--- src/sv/object_reference_scanner_macros.svh ---
// Assertion macros shared by the object reference scanner RTL.
`ifndef OBJECT_REFERENCE_SCANNER_MACROS_SVH
`define OBJECT_REFERENCE_SCANNER_MACROS_SVH

// Same-cycle implication, checked on every rising edge outside reset.
`define ORS_ASSERT_IMP(label, clk, rst_n, ante, cons, msg) \
    label: assert property (@(posedge clk) disable iff (!rst_n) (ante) |-> (cons)) \
        else $error(msg);

// Next-cycle implication, checked on every rising edge outside reset.
`define ORS_ASSERT_NXT(label, clk, rst_n, ante, cons, msg) \
    label: assert property (@(posedge clk) disable iff (!rst_n) (ante) |=> (cons)) \
        else $error(msg);

`endif

--- src/sv/ors_pkg.sv ---
// Constants, types and helper functions for the object reference scanner.
package ors_pkg;

    localparam int VALUE_BITS = 31;
    localparam int WIDE_BITS  = VALUE_BITS + 4;
    localparam int TDATA_W    = ((2 * VALUE_BITS + 7) / 8) * 8;
    localparam int TUSER_W    = 2;

    localparam logic [VALUE_BITS-1:0] VALUE_MAX = '1;

    localparam logic [7:0] CH_NUL   = 8'h00;
    localparam logic [7:0] CH_SPACE = 8'h20;
    localparam logic [7:0] CH_TAB   = 8'h09;
    localparam logic [7:0] CH_CR    = 8'h0D;
    localparam logic [7:0] CH_ZERO  = 8'h30;
    localparam logic [7:0] CH_NINE  = 8'h39;
    localparam logic [7:0] CH_PLUS  = 8'h2B;
    localparam logic [7:0] CH_MINUS = 8'h2D;
    localparam logic [7:0] CH_R     = 8'h52;
    localparam logic [7:0] CH_O     = 8'h6F;
    localparam logic [7:0] CH_B     = 8'h62;
    localparam logic [7:0] CH_J     = 8'h6A;

    typedef enum logic [1:0] {
        KIND_NONE = 2'd0,
        KIND_REF  = 2'd1,
        KIND_HDR  = 2'd2
    } kind_t;

    function automatic logic is_space(input logic [7:0] c);
        return (c == CH_SPACE) || ((c >= CH_TAB) && (c <= CH_CR));
    endfunction

    function automatic logic is_digit(input logic [7:0] c);
        return (c >= CH_ZERO) && (c <= CH_NINE);
    endfunction

    // v*10 + digit, saturating; the low nibble of an ASCII digit is its value
    function automatic logic [VALUE_BITS-1:0] acc_digit(input logic [VALUE_BITS-1:0] v,
                                                        input logic [7:0]            c);
        logic [WIDE_BITS-1:0] wide;
        logic [WIDE_BITS-1:0] sum;
        wide = WIDE_BITS'(v);
        sum  = (wide << 3) + (wide << 1) + WIDE_BITS'(c[3:0]);
        if (sum > WIDE_BITS'(VALUE_MAX))
            return VALUE_MAX;
        return sum[VALUE_BITS-1:0];
    endfunction

endpackage

--- src/sv/object_reference_scanner.sv ---
// Byte-stream scanner for "N G R" references and "N G obj" headers.
//
// Channel   Dir  Beat contents
// s_axis    in   tdata: text_char[7:0]; tlast: end_of_text
// m_axis    out  tuser: is_reference, is_header; tdata: object_number, generation
//
// One byte per cycle: each accepted beat steps the phase machine and the
// multiply-by-ten accumulators in the same cycle. The beat marked tlast loads
// the result register and returns the scanner to its start state, so the
// next string may begin with the following beat. A waiting result stalls the
// input only while m_axis_tready is low. rst_n clears all state asynchronously.
module object_reference_scanner
    import ors_pkg::*;
(
    input  logic               clk,
    input  logic               rst_n,
    input  logic               s_axis_tvalid,
    output logic               s_axis_tready,
    input  logic [7:0]         s_axis_tdata,   // [7:0] text_char
    input  logic               s_axis_tlast,   // end_of_text
    output logic               m_axis_tvalid,
    input  logic               m_axis_tready,
    output logic [TDATA_W-1:0] m_axis_tdata,   // object_number, generation, zero pad
    output logic [TUSER_W-1:0] m_axis_tuser    // [0] is_reference, [1] is_header
);

    typedef enum logic [3:0] {
        PH_WS1  = 4'd0,
        PH_SGN1 = 4'd1,
        PH_DIG1 = 4'd2,
        PH_WS2  = 4'd3,
        PH_SGN2 = 4'd4,
        PH_DIG2 = 4'd5,
        PH_WS3  = 4'd6,
        PH_O    = 4'd7,
        PH_OB   = 4'd8,
        PH_DONE = 4'd9,
        PH_FAIL = 4'd10
    } phase_t;

    // scan state
    phase_t                phase_reg,  phase_next;
    logic                  neg_reg,    neg_next;
    logic [VALUE_BITS-1:0] first_reg,  first_next;
    logic [VALUE_BITS-1:0] second_reg, second_next;
    kind_t                 kind_reg,   kind_next;

    // result register
    logic                  out_valid_reg;
    logic                  is_ref_reg;
    logic                  is_hdr_reg;
    logic [VALUE_BITS-1:0] obj_num_reg;
    logic [VALUE_BITS-1:0] gen_reg;

    logic                  in_beat;
    logic [7:0]            c;
    logic                  c_space;
    logic                  c_digit;
    logic                  do_gap;
    logic                  do_suffix;
    logic                  matched;
    logic [VALUE_BITS-1:0] digit_val;
    logic [VALUE_BITS-1:0] first_acc;
    logic [VALUE_BITS-1:0] second_acc;

    assign c             = s_axis_tdata;
    assign s_axis_tready = !out_valid_reg || m_axis_tready;
    assign in_beat       = s_axis_tvalid && s_axis_tready;
    assign c_space       = is_space(c);
    assign c_digit       = is_digit(c);
    assign digit_val     = VALUE_BITS'(c[3:0]);       // first digit of a number
    assign first_acc     = acc_digit(first_reg, c);
    assign second_acc    = acc_digit(second_reg, c);

    // one step of the phase machine for the byte on the input
    always_comb
    begin
        phase_next  = phase_reg;
        neg_next    = neg_reg;
        first_next  = first_reg;
        second_next = second_reg;
        kind_next   = kind_reg;
        do_gap      = 1'b0;
        do_suffix   = 1'b0;

        if (c == CH_NUL)
        begin
            // terminator freezes the decision
            if (phase_reg != PH_DONE)
                phase_next = PH_FAIL;
        end
        else
        begin
            case (phase_reg)
                PH_WS1:
                begin
                    if (c_space)
                        phase_next = PH_WS1;
                    else if (c == CH_PLUS)
                        phase_next = PH_SGN1;
                    else if (c_digit)
                    begin
                        first_next = digit_val;
                        phase_next = PH_DIG1;
                    end
                    else
                        phase_next = PH_FAIL;   // '-' too: object number must be positive
                end
                PH_SGN1:
                begin
                    if (c_digit)
                    begin
                        first_next = digit_val;
                        phase_next = PH_DIG1;
                    end
                    else
                        phase_next = PH_FAIL;
                end
                PH_DIG1:
                begin
                    if (c_digit)
                        first_next = first_acc;
                    else if (first_reg == '0)
                        phase_next = PH_FAIL;
                    else
                        do_gap = 1'b1;
                end
                PH_WS2:
                    do_gap = 1'b1;
                PH_SGN2:
                begin
                    if (c_digit)
                    begin
                        second_next = digit_val;
                        phase_next  = PH_DIG2;
                    end
                    else
                        phase_next = PH_FAIL;
                end
                PH_DIG2:
                begin
                    if (c_digit)
                        second_next = second_acc;
                    else if (neg_reg && (second_reg != '0))
                        phase_next = PH_FAIL;   // only minus zero survives
                    else
                        do_suffix = 1'b1;
                end
                PH_WS3:
                    do_suffix = 1'b1;
                PH_O:
                    phase_next = (c == CH_B) ? PH_OB : PH_FAIL;
                PH_OB:
                begin
                    if (c == CH_J)
                    begin
                        kind_next  = KIND_HDR;
                        phase_next = PH_DONE;
                    end
                    else
                        phase_next = PH_FAIL;
                end
                default:
                    phase_next = phase_reg;     // done or failed: ignore the rest
            endcase
        end

        // gap between the numbers
        if (do_gap)
        begin
            if (c_space)
                phase_next = PH_WS2;
            else if (c == CH_MINUS)
            begin
                neg_next   = 1'b1;
                phase_next = PH_SGN2;
            end
            else if (c == CH_PLUS)
            begin
                neg_next   = 1'b0;
                phase_next = PH_SGN2;
            end
            else if (c_digit)
            begin
                neg_next    = 1'b0;
                second_next = digit_val;
                phase_next  = PH_DIG2;
            end
            else
                phase_next = PH_FAIL;
        end

        // whitespace or suffix after the generation
        if (do_suffix)
        begin
            if (c_space)
                phase_next = PH_WS3;
            else if (c == CH_R)
            begin
                kind_next  = KIND_REF;
                phase_next = PH_DONE;
            end
            else if (c == CH_O)
                phase_next = PH_O;
            else
                phase_next = PH_FAIL;
        end
    end

    assign matched = (phase_next == PH_DONE);

    always_ff @(posedge clk or negedge rst_n)
    begin
        if (!rst_n)
        begin
            phase_reg     <= PH_WS1;
            neg_reg       <= 1'b0;
            first_reg     <= '0;
            second_reg    <= '0;
            kind_reg      <= KIND_NONE;
            out_valid_reg <= 1'b0;
            is_ref_reg    <= 1'b0;
            is_hdr_reg    <= 1'b0;
            obj_num_reg   <= '0;
            gen_reg       <= '0;
        end
        else
        begin
            if (in_beat && s_axis_tlast)
            begin
                // end of string: publish and start afresh
                out_valid_reg <= 1'b1;
                is_ref_reg    <= matched && (kind_next == KIND_REF);
                is_hdr_reg    <= matched && (kind_next == KIND_HDR);
                obj_num_reg   <= matched ? first_next  : '0;
                gen_reg       <= matched ? second_next : '0;
                phase_reg     <= PH_WS1;
                neg_reg       <= 1'b0;
                first_reg     <= '0;
                second_reg    <= '0;
                kind_reg      <= KIND_NONE;
            end
            else
            begin
                if (m_axis_tready)
                    out_valid_reg <= 1'b0;
                if (in_beat)
                begin
                    phase_reg  <= phase_next;
                    neg_reg    <= neg_next;
                    first_reg  <= first_next;
                    second_reg <= second_next;
                    kind_reg   <= kind_next;
                end
            end
        end
    end

    assign m_axis_tvalid = out_valid_reg;
    assign m_axis_tuser  = {is_hdr_reg, is_ref_reg};

    always_comb
    begin
        m_axis_tdata                              = '0;
        m_axis_tdata[VALUE_BITS-1:0]              = obj_num_reg;
        m_axis_tdata[2*VALUE_BITS-1:VALUE_BITS]   = gen_reg;
    end

    // checks
`include "object_reference_scanner_macros.svh"

    `ORS_ASSERT_IMP(a_one_kind, clk, rst_n, out_valid_reg, !(is_ref_reg && is_hdr_reg), "both kinds flagged")
    `ORS_ASSERT_IMP(a_miss_zero, clk, rst_n, out_valid_reg && !is_ref_reg && !is_hdr_reg, (obj_num_reg == '0) && (gen_reg == '0), "numbers not cleared on miss")
    `ORS_ASSERT_IMP(a_obj_pos, clk, rst_n, out_valid_reg && (is_ref_reg || is_hdr_reg), obj_num_reg != '0, "zero object number matched")
    `ORS_ASSERT_NXT(a_last_restart, clk, rst_n, in_beat && s_axis_tlast, out_valid_reg && (phase_reg == PH_WS1) && (kind_reg == KIND_NONE), "last beat did not publish and restart")

endmodule

--- config.mk ---
export PLATFORM = sky130hd
export DESIGN_NAME = object_reference_scanner
export DESIGN_NICKNAME = d
export VERILOG_FILES = /design/src/sv/ors_pkg.sv /design/src/sv/object_reference_scanner.sv
export VERILOG_INCLUDE_DIRS = /design/src /design/src/sv
export SDC_FILE = /design/constraint.sdc
export NUM_CORES = 1
export LEC_CHECK = 0
export BUFFER_PORTS_ARGS = -buffer_cell sky130_fd_sc_hd__buf_2
export CAP_MARGIN = 25
export CORE_MARGIN = 3
export CORE_UTILIZATION = 45
export DETAILED_ROUTE_END_ITERATION = 12
export PLACE_DENSITY = 0.72
export SETUP_SLACK_MARGIN = 0.02
export SYNTH_ARGS = -nofsm -noshare
export SYNTH_HDL_FRONTEND = slang
export SYNTH_SLANG_ARGS = --single-unit
--- constraint.sdc ---
create_clock -name clk -period 3.55 [get_ports clk]
set_input_delay 0.5325 -clock clk [delete_from_list [all_inputs] [get_ports clk]]
set_output_delay 0.5325 -clock clk [all_outputs]
set_load 0.005 [all_outputs]
=== Word-level counts from Yosys, hierarchy flattened ===
Index checks and enable logic that the tools add are counted.

* Multiplexer cells: 75
* $lt $le $gt $ge: 6
* Reductions and logical operators: 19
* $add $sub $neg: 4
* Eq/ne operators: 20

{| class="wikitable"
|+ Operators with widths
! cell !! count
|-
| 2-to-1 mux 31 bit || 23
|-
| one-hot mux 31 bit (3 select lines) || 1
|-
| 2-to-1 mux 4 bit || 20
|-
| adder 34 x 32 -> 35 bit || 2
|-
| adder 35 x 4 -> 35 bit || 2
|-
| > comparator 35 x 31 -> 1 bit, second input constant || 2
|-
| one-hot mux 31 bit (2 select lines) || 1
|-
| equality test 8 x 7 -> 1 bit, second input constant || 4
|-
| logical NOT 31 bit || 1
|-
| nonzero test 31 bit || 1
|-
| one-hot mux 4 bit (7 select lines) || 1
|-
| equality test 8 x 6 -> 1 bit, second input constant || 3
|-
| 2-to-1 mux 2 bit || 10
|-
| 2-to-1 mux 1 bit || 17
|-
| equality test 4 x 3 -> 1 bit, second input constant || 4
|-
| equality test 4 x 2 -> 1 bit, second input constant || 2
|-
| equality test 4 bit, second input constant || 2
|-
| greater-or-equal comparator 8 x 4 -> 1 bit, second input constant || 1
|-
| greater-or-equal comparator 8 x 6 -> 1 bit, second input constant || 1
|-
| <= comparator 8 x 4 -> 1 bit, second input constant || 1
|-
| <= comparator 8 x 6 -> 1 bit, second input constant || 1
|-
| logical NOT 8 bit || 1
|-
| logical AND 1 bit || 7
|-
| nonzero test 2 bit || 3
|-
| other kinds (11) || 13
|}

* Logic and storage cells: 134
* Output and inout bits: 68
* Bits in registers: 134
* Input bits: 13

=== Logic depth before layout (Yosys ltp) ===
Gate-level depths: netlist (run 1).

* Depth in word-level cells: 15
* Depth in mapped cells: 15
* Gate-level depth less buffers: 13

=== Worst setup path after synthesis (run 1) ===
Ideal clock, no wire load.

* Path type: input-to-reg
* From: input s_axis_tdata[3]
* To: register second_reg[12]
* Buffers on the path: 2
* Setup time: 0.126 ns
* Slack: -0.428 ns
* Stages on the path: 15
* Required time: 3.424 ns
* Data arrival time: 3.852 ns
* Cells stage by stage: buf_2 > inv_1 > fa_1 > inv_1 > ha_1 > a211oi_1 > o21a_1 > a211oi_1 > o21ai_0 > o21ai_0 > mux2_2 > or2_1 > o21a_1 > clkbuf_1 > a221o_1

* Longest elaborated chain between the ends: 14
* Elaborated cells on any way between the ends: 29
* Classes of those cells: add/sub: 1; order compare: 5; eq/ne: 3; mux: 16; reduce/logical: 4

{| class="wikitable"
|+ Ends and longest elaborated chain
! what !! line !! text
|-
| start: declaration || object_reference_scanner.sv:19 || <nowiki>input logic [7:0] s_axis_tdata,</nowiki>
|-
| adder 35 x 4 -> 35 bit || ors_pkg.sv:44 || <nowiki>sum = (wide << 3) + (wide << 1) + WIDE_BITS'(c[3:0]);</nowiki>
|-
| > comparator 35 x 31 -> 1 bit || ors_pkg.sv:45 || <nowiki>if (sum > WIDE_BITS'(VALUE_MAX))</nowiki>
|-
| 2-to-1 mux 1 bit || ors_pkg.sv:45 ||
|-
| 2-to-1 mux 31 bit || ors_pkg.sv:47 || <nowiki>return sum[VALUE_BITS-1:0];</nowiki>
|-
| 2-to-1 mux 31 bit || object_reference_scanner.sv:142 || <nowiki>if (c_digit)</nowiki>
|-
| one-hot mux 31 bit (2 select lines) || object_reference_scanner.sv:94 || <nowiki>case (phase_reg)</nowiki>
|-
| 2-to-1 mux 31 bit || object_reference_scanner.sv:86 || <nowiki>if (c == CH_NUL)</nowiki>
|-
| 2-to-1 mux 31 bit || object_reference_scanner.sv:183 || <nowiki>else if (c_digit)</nowiki>
|-
| 2-to-1 mux 31 bit || object_reference_scanner.sv:178 || <nowiki>else if (c == CH_PLUS)</nowiki>
|-
| 2-to-1 mux 31 bit || object_reference_scanner.sv:173 || <nowiki>else if (c == CH_MINUS)</nowiki>
|-
| 2-to-1 mux 31 bit || object_reference_scanner.sv:171 || <nowiki>if (c_space)</nowiki>
|-
| 2-to-1 mux 31 bit (*) || object_reference_scanner.sv:169 || <nowiki>if (do_gap)</nowiki>
|-
| 2-to-1 mux 31 bit (*) || object_reference_scanner.sv:247 || <nowiki>if (in_beat)</nowiki>
|-
| 2-to-1 mux 31 bit (*) || object_reference_scanner.sv:229 || <nowiki>if (in_beat && s_axis_tlast)</nowiki>
|-
| end signal: assignment || object_reference_scanner.sv:252 || <nowiki>second_reg <= second_next;</nowiki>
|-
| end: declaration || object_reference_scanner.sv:45 || <nowiki>logic [VALUE_BITS-1:0] second_reg, second_next;</nowiki>
|}

Every way passes the cells marked *; elsewhere a longest branch is shown, timed or not. The select of a mux whose other input is x is not followed.
A chain may end at the register's enable or synchronous reset.

=== Worst setup path after layout (run 1) ===
* From: register first_reg[0]
* To: register first_reg[9]

* Longest elaborated chain between the ends: 10

{| class="wikitable"
|+ Ends and longest elaborated chain
! what !! line !! text
|-
| start: declaration || object_reference_scanner.sv:44 || <nowiki>logic [VALUE_BITS-1:0] first_reg, first_next;</nowiki>
|-
| start signal: assignment || object_reference_scanner.sv:251 || <nowiki>first_reg <= first_next;</nowiki>
|-
| adder 34 x 32 -> 35 bit (*) || ors_pkg.sv:44 ||
|-
| adder 35 x 4 -> 35 bit (*) || ors_pkg.sv:44 ||
|-
| > comparator 35 x 31 -> 1 bit || ors_pkg.sv:45 ||
|-
| 2-to-1 mux 1 bit || ors_pkg.sv:45 ||
|-
| 2-to-1 mux 31 bit (*) || ors_pkg.sv:47 ||
|-
| 2-to-1 mux 31 bit (*) || object_reference_scanner.sv:121 || <nowiki>if (c_digit)</nowiki>
|-
| one-hot mux 31 bit (3 select lines) (*) || object_reference_scanner.sv:94 ||
|-
| 2-to-1 mux 31 bit (*) || object_reference_scanner.sv:86 ||
|-
| 2-to-1 mux 31 bit (*) || object_reference_scanner.sv:247 ||
|-
| 2-to-1 mux 31 bit (*) || object_reference_scanner.sv:229 ||
|}

Marked as above.

==> results.md, run 1 <==
* Crit path DAT at between 3000 and 4000 ps
* Final Critical Period at about 3600 ps
* Sink Count at ~130
* WL/cell at 20.0 um
* Dpl cells at between 1500 and 2000
* Peak VDD IR at approximately 0.00031 V
* Comb pwr share at between 10% and 20%
* Met2 usage at a little under half
* Int Power at between 2 and 3 mW
* Max cap viols at 0
* Sequential area share after synthesis at between 30 and 40%
* Commonest non-fill, non-tap cell in the layout: buf_4
* Detail Route Antenna Nets at 0
* Mapped Area at about 11000 um^2
* Setup ws final at -93.5 ps
* Grt peak-use layer: met2
* Post-synthesis register bit count at ~130
* Total Nets Final at 1576
* Clock transition at path regs at around 60 ps
* Most frequent cells in the layout: buf_4, dfrtp_1, nand2_1
* DRT iter0 DRCs at between 900 and 1000
* Worst-margin pin slew at 1350 ps
* Total Power at a little over 4 mW
* Vias per cell at 6.21
* Synth top area cells: dfrtp_1, ha_1, nand2_1
* CORE AREA at 23600 um^2
* Mapped Cells at roughly 1200
* Post-Route WL at roughly 35000 um
* Grt met3 use at 3.64%
* Predominant post-synthesis flop cell: dfrtp_1
* EDFF count, synth at 0
* Max frequency at around 0.27 GHz
* Worst EP required at roughly 3900 ps
* Die H at about 160 um
* Final Max Tran Viols at 0
* Root buf cell: clkbuf_16
* Hold Path Class: in2async
* Worst Setup Start Kind: flip-flop
* Gr ovfl total at 0
* Layout Skew at around 13 ps
* I/O Pins at 81
* Switch share at about a third
* Synth top area share at 30.9%
* Hold WS at around 150 ps
* Cell taking the most area after synthesis: dfrtp_1
* Number of hold violations in the final report at 0
* Worst Path Max Fanout at 18
* Antenna violations before repair at 0
* DR vias at 10979
* Fin crit share at 103%
* I/O Buffers at 78
* TritonCTS clock tree: yes
* Dpl hpwl at between 20000 and 30000 um
* Non-Filler Instances at about 1800
* Vias in the first global route at around 11000
* Sequential share of power at 39.8%
* Largest net degree at the start of global routing at 81
* RSZ-0062 raised after global routing: yes
* CTS Buf Count at 17
* Rel. slew slack at about a tenth
* Residual DRC at 0
* Leak at roughly 6.8 nW
* Clk buf depth at 2
* P&R area growth vs syn at 26.6%
* N_diodes at 0
* Switching pwr at ~1.3 mW
* Clock network power share at 41.9%
* Failing checks: negative setup slack
* First-pass GRT wire length at roughly 56000 um
* CTS H-tree depth at 4
* Finished Cell Area at roughly 14000 um^2
* Post-synthesis cell type count at 89
* Worst-Skew Late Latency at around 440 ps
* DR pass1 iterations at 6
* Worst Setup End Kind: flip-flop
* PD cells at around 290 nW/um^2
* Status: finished, violations left
* Die W at ~160 um
* DIE AREA at approximately 26000 um^2
* Placer Congestion at approximately 0.96
* Final setup vio count at 30
* Post-CTS Hold Buffers at 0
* Starting density of the core at about 46%
* Met1 usage at around a third
* Average size of a mapped cell at ~8.9 um^2
* Synthesis Warnings at 0
* Share of layout cells above drive strength 1 at a little over a quarter
* Row cnt at 56
* Total global-route track usage at a little over a quarter
* Post-synth ARST share at 100%
* CP Class: reg2reg
* Pre-CTS WS at -427 ps
* Post-DP Area at ~13000 um^2
## repair_timing
item,4_1_cts,5_1_grt
pin swaps,4,16
cloned,0,3
setup buffers,3,3
resized for setup,11,62
endpoints found under the setup margin,34,90
## synthesized netlist by cell type, types with 8 or more instances
cell type    n
clkbuf_1    53
o21a_1      18
nand4_1     15
a221o_1     41
nor2_1      70
o21ai_1     13
a21o_1      23
a22o_1      49
and2_1      11
o21ai_0     80
nand2b_1    13
a211oi_1     9
a31oi_1     14
a21oi_1     93
nand3_1     23
xor2_1      19
nor4_1      21
nand2_1    131
o211ai_1    12
buf_2       10
inv_1       24
and3_1      11
nor2b_1      8
ha_1       122
dfrtp_1    134
xnor2_1     28
nor3_1      22
## cell families after synthesis
kind of cell | share of synthesized area [%]
AND/OR/NAND/NOR | 16.2
flip-flops | 30.9
other | 0.0345
adder cells (fa/ha/maj) | 14.8
buffers and inverters | 3.68
AO/OA/AOI/OAI | 30.2
XOR/XNOR | 3.79
multiplexers | 0.472
## layer usage
metal / share of wire, % / vias to the layer above
met5: 0 / -
met4: 3.7 / 0
met3: 5.4 / 80
li1: - / 5133
met2: 48 / 390
met1: 43 / 5376
## worst max-delay path, cell delays in order (launching register included)
cell and delay, ps:
dfrtp_2 440, buf_6 140, ha_1 180, ha_2 200
inv_2 60, fa_2 230, nor2b_4 60, o2111ai_4 230
a21oi_4 100, o211ai_4 230, a2111oi_4 110, buf_4 160
o41a_1 390, a2111oi_4 430, nor3_4 100, buf_12 200
a221o_1 260
## final cells by class
| type | instances | area [um^2] |
|---|---|---|
| Clock buffer | 19 | 443 |
| Clock inverter | 13 | 98.8 |
| Fill cell | 2105 | 9860 |
| Inverter | 26 | 100 |
| Multi-Input combinational cell | 995 | 7480 |
| Sequential cell | 134 | 3360 |
| Tap cell | 319 | 399 |
| Timing Repair Buffer | 263 | 1870 |
## stage by stage
step | util, % | TNS (ps)
final | 58.2 | -1880
after global routing | 58.2 | -7840
after CTS | 56.9 | -3550
after detailed placement | 54.4 | -23010
after global placement | 54.4 | -18370
after floorplan | - | -4520
## power groups by stage
stage	registers, mW	logic (mW)	clock network, mW
final	1.61	0.739	1.69
after global routing	1.61	0.804	1.76
after CTS	1.60	0.721	1.69
after detailed placement	1.63	0.714	0
after global placement	1.63	0.712	0
after floorplan	1.61	0.414	0
## final timing paths
check | slack, ps | cells after the start | to | from
worst min-delay path | 150 | 1 | second_reg[27]$_DFFE_PN0N_ | rst_n
worst min register to register | 470 | 2 | obj_num_reg[24]$_DFFE_PN0P_ | obj_num_reg[24]$_DFFE_PN0P_
min in group clk | 410 | 3 | m_axis_tvalid$_DFFE_PN0P_ | m_axis_tready
max in group asynchronous | 2570 | 2 | second_reg[5]$_DFFE_PN0N_ | rst_n
worst max-delay path | -90 | 16 | first_reg[9]$_DFFE_PN0N_ | first_reg[0]$_DFFE_PN0N_
worst max register to register | -90 | 16 | first_reg[9]$_DFFE_PN0N_ | first_reg[0]$_DFFE_PN0N_
No activity file was read; power rests on OpenSTA's default activity.
==> run 2: changes to the inputs <==
--- a/config.mk
+++ b/config.mk
@@ -11,7 +11,7 @@
 export CORE_MARGIN = 3
 export CORE_UTILIZATION = 45
 export DETAILED_ROUTE_END_ITERATION = 12
-export PLACE_DENSITY = 0.72
+export PLACE_DENSITY = 0.7
 export SETUP_SLACK_MARGIN = 0.02
 export SYNTH_ARGS = -nofsm -noshare
 export SYNTH_HDL_FRONTEND = slang
==> constraint.sdc (replaced) <==
create_clock -name clk -period 3.4 [get_ports clk]
set_input_delay 0.51 -clock clk [delete_from_list [all_inputs] [get_ports clk]]
set_output_delay 0.51 -clock clk [all_outputs]
set_load 0.005 [all_outputs]
==> run 2 against run 1 <==
  * Combinational power is 9.3% higher
  * Clock skew down 2.5 ps
  * Clock power increased by 14%
  * Sequential power is 4% higher
  * Setup slack lost 120 ps
  * The run still ends with negative setup slack left
  * Critical endpoint is now first_reg[18]$_DFFE_PN0N_
  * Largest power group unchanged
  * Global-route usage is 1.3 points higher
==> results.md, run 2 (synthesized netlist as in run 1, its figures left out) <==
* Status: finished, violations left
* Failing checks: negative setup slack
* Hold Path Class: in2async
* Most frequent cells in the layout: buf_4, nand2_1, dfrtp_1
* Worst EP required at approximately 3700 ps
* Placer Congestion at 0.999
* Number of hold violations in the final report at 0
* Dpl hpwl at between 20000 and 30000 um
* CORE AREA at roughly 24000 um^2
* I/O Pins at a little over 80
* Max cap viols at 0
* CTS H-tree depth at 4
* Post-CTS Hold Buffers at 0
* Final setup vio count at 54
* RSZ-0062 raised after global routing: yes
* Crit path DAT at a little under 4000 ps
* Share of layout cells above drive strength 1 at 31.0%
* Setup ws final at -215 ps
* Layout Skew at between 10 and 15 ps
* Total global-route track usage at about 28%
* Leak at between 7 and 8 nW
* Worst Path Max Fanout at 6
* Sink Count at between 100 and 150
* Max frequency at roughly 0.28 GHz
* Post-DP Area at 13400 um^2
* DR vias at 11324
* P&R area growth vs syn at 34.0%
* Pre-CTS WS at -566 ps
* Final Critical Period at between 3000 and 4000 ps
* Worst-Skew Late Latency at between 400 and 500 ps
* Final core utilization at about three fifths
* DR pass1 iterations at 7
* Starting density of the core at between 40% and 50%
* Clk buf depth at 2
* TritonCTS clock tree: yes
* Worst-margin pin slew at ~800 ps
* Gr ovfl total at 0
* Rel. slew slack at a little under half
* First-pass GRT wire length at 59300 um
* Worst Setup End Kind: flip-flop
* Die W at 161 um
* Peak VDD IR at approximately 0.00027 V
* DRT iter0 DRCs at ~850
* CTS Buf Count at 17
* Largest net degree at the start of global routing at just under 80
* Total Power at roughly 4.4 mW
* Finished Cell Area at between 10000 and 15000 um^2
* Worst Setup Start Kind: flip-flop
* Antenna violations before repair at 0
* PD cells at about 300 nW/um^2
* N_diodes at 0
* Row cnt at 56
* I/O Buffers at 78
* CP Class: reg2reg
* Vias in the first global route at around 11000
* WL/cell at 20.5 um
* DIE AREA at roughly 26000 um^2
* Fin crit share at 106%
* Detail Route Antenna Nets at 0
* Clock transition at path regs at about 70 ps
* Final Max Tran Viols at 0
* Post-Route WL at 37700 um
* Die H at 161 um
* Commonest non-fill, non-tap cell in the layout: buf_4
* Total Nets Final at approximately 1600
* Root buf cell: clkbuf_16
* Residual DRC at 0
* Vias per cell at between 6 and 7
run 2: cell count changes in the layout (fill, tap and decap cells not counted), sizes merged:
cell / before / now
inv: 28 / 29
bufinv: 0 / 2
buf: 262 / 333
clkinv: 8 / 4
clkbuf: 20 / 22
run 2: layout make-up:
cell class,count,area [um^2]
Clock buffer,20,457
Clock inverter,12,144
Fill cell,1962,9060
Inverter,26,103
Multi-Input combinational cell,995,7630
Sequential cell,134,3360
Tap cell,319,399
Timing Repair Buffer,335,2460
run 2: final timing paths:
check	start	to	slack, ps	depth (start not counted)
hold / removal	rst_n	gen_reg[26]$_DFFE_PN0P_	110	1
setup / recovery	first_reg[2]$_DFFE_PN0N_	first_reg[18]$_DFFE_PN0N_	-220	13
hold reg to reg	obj_num_reg[23]$_DFFE_PN0P_	obj_num_reg[23]$_DFFE_PN0P_	480	2
max in group asynchronous	rst_n	gen_reg[1]$_DFFE_PN0P_	2560	2
min in group clk	m_axis_tready	m_axis_tvalid$_DFFE_PN0P_	410	3
setup reg to reg	first_reg[2]$_DFFE_PN0N_	first_reg[18]$_DFFE_PN0N_	-220	13
run 2: through the flow:
step | cells | setup TNS [ps] | hold WS, ps
after floorplan | 1222 | -9840 | 214
after global placement | 1794 | -35970 | 452
after detailed placement | 1794 | -39090 | 470
after CTS | 1833 | -8520 | 131
after global routing | 1841 | -13560 | 159
final | 1841 | -7220 | 107
run 2: critical path, stage by stage, from the launching register on:
cell and delay (ps):
dfrtp_1 390, fa_1 590, inv_2 50, fa_2 380, nor2b_4 160, o2111ai_4 140, a21oi_4 200, o211ai_4 110
a2111oi_4 340, o2111ai_2 170, a2111oi_4 400, nor3_4 120, buf_6 180, a221o_1 260
run 2: repair_timing:
item | in CTS | in global routing
gates resized for setup | 20 | 84
buffers inserted | 4 | 6
endpoints found under the setup margin | 110 | 125
gates cloned | 3 | 3
pin swaps | 15 | 36
run 2: routing by layer:
| metal | up-vias | global-route usage, % | share of wire, % |
|---|---|---|---|
| met5 | - | 0 | 0 |
| met4 | 0 | 12.0 | 4.3 |
| met3 | 118 | 3.13 | 5.1 |
| met2 | 415 | 50.5 | 50 |
| met1 | 5508 | 34.4 | 40 |
| li1 | 5283 | - | - |
run 2: power breakdown:
| part | leakage (nW) | total, mW | switching [mW] | internal, mW |
|---|---|---|---|---|
| combinational | 5.13 | 0.808 | 0.480 | 0.328 |
| clock | 0.284 | 1.93 | 0.800 | 1.13 |
| sequential | 1.85 | 1.67 | 0.0487 | 1.62 |
| total | 7.27 | 4.41 | 1.33 | 3.08 |
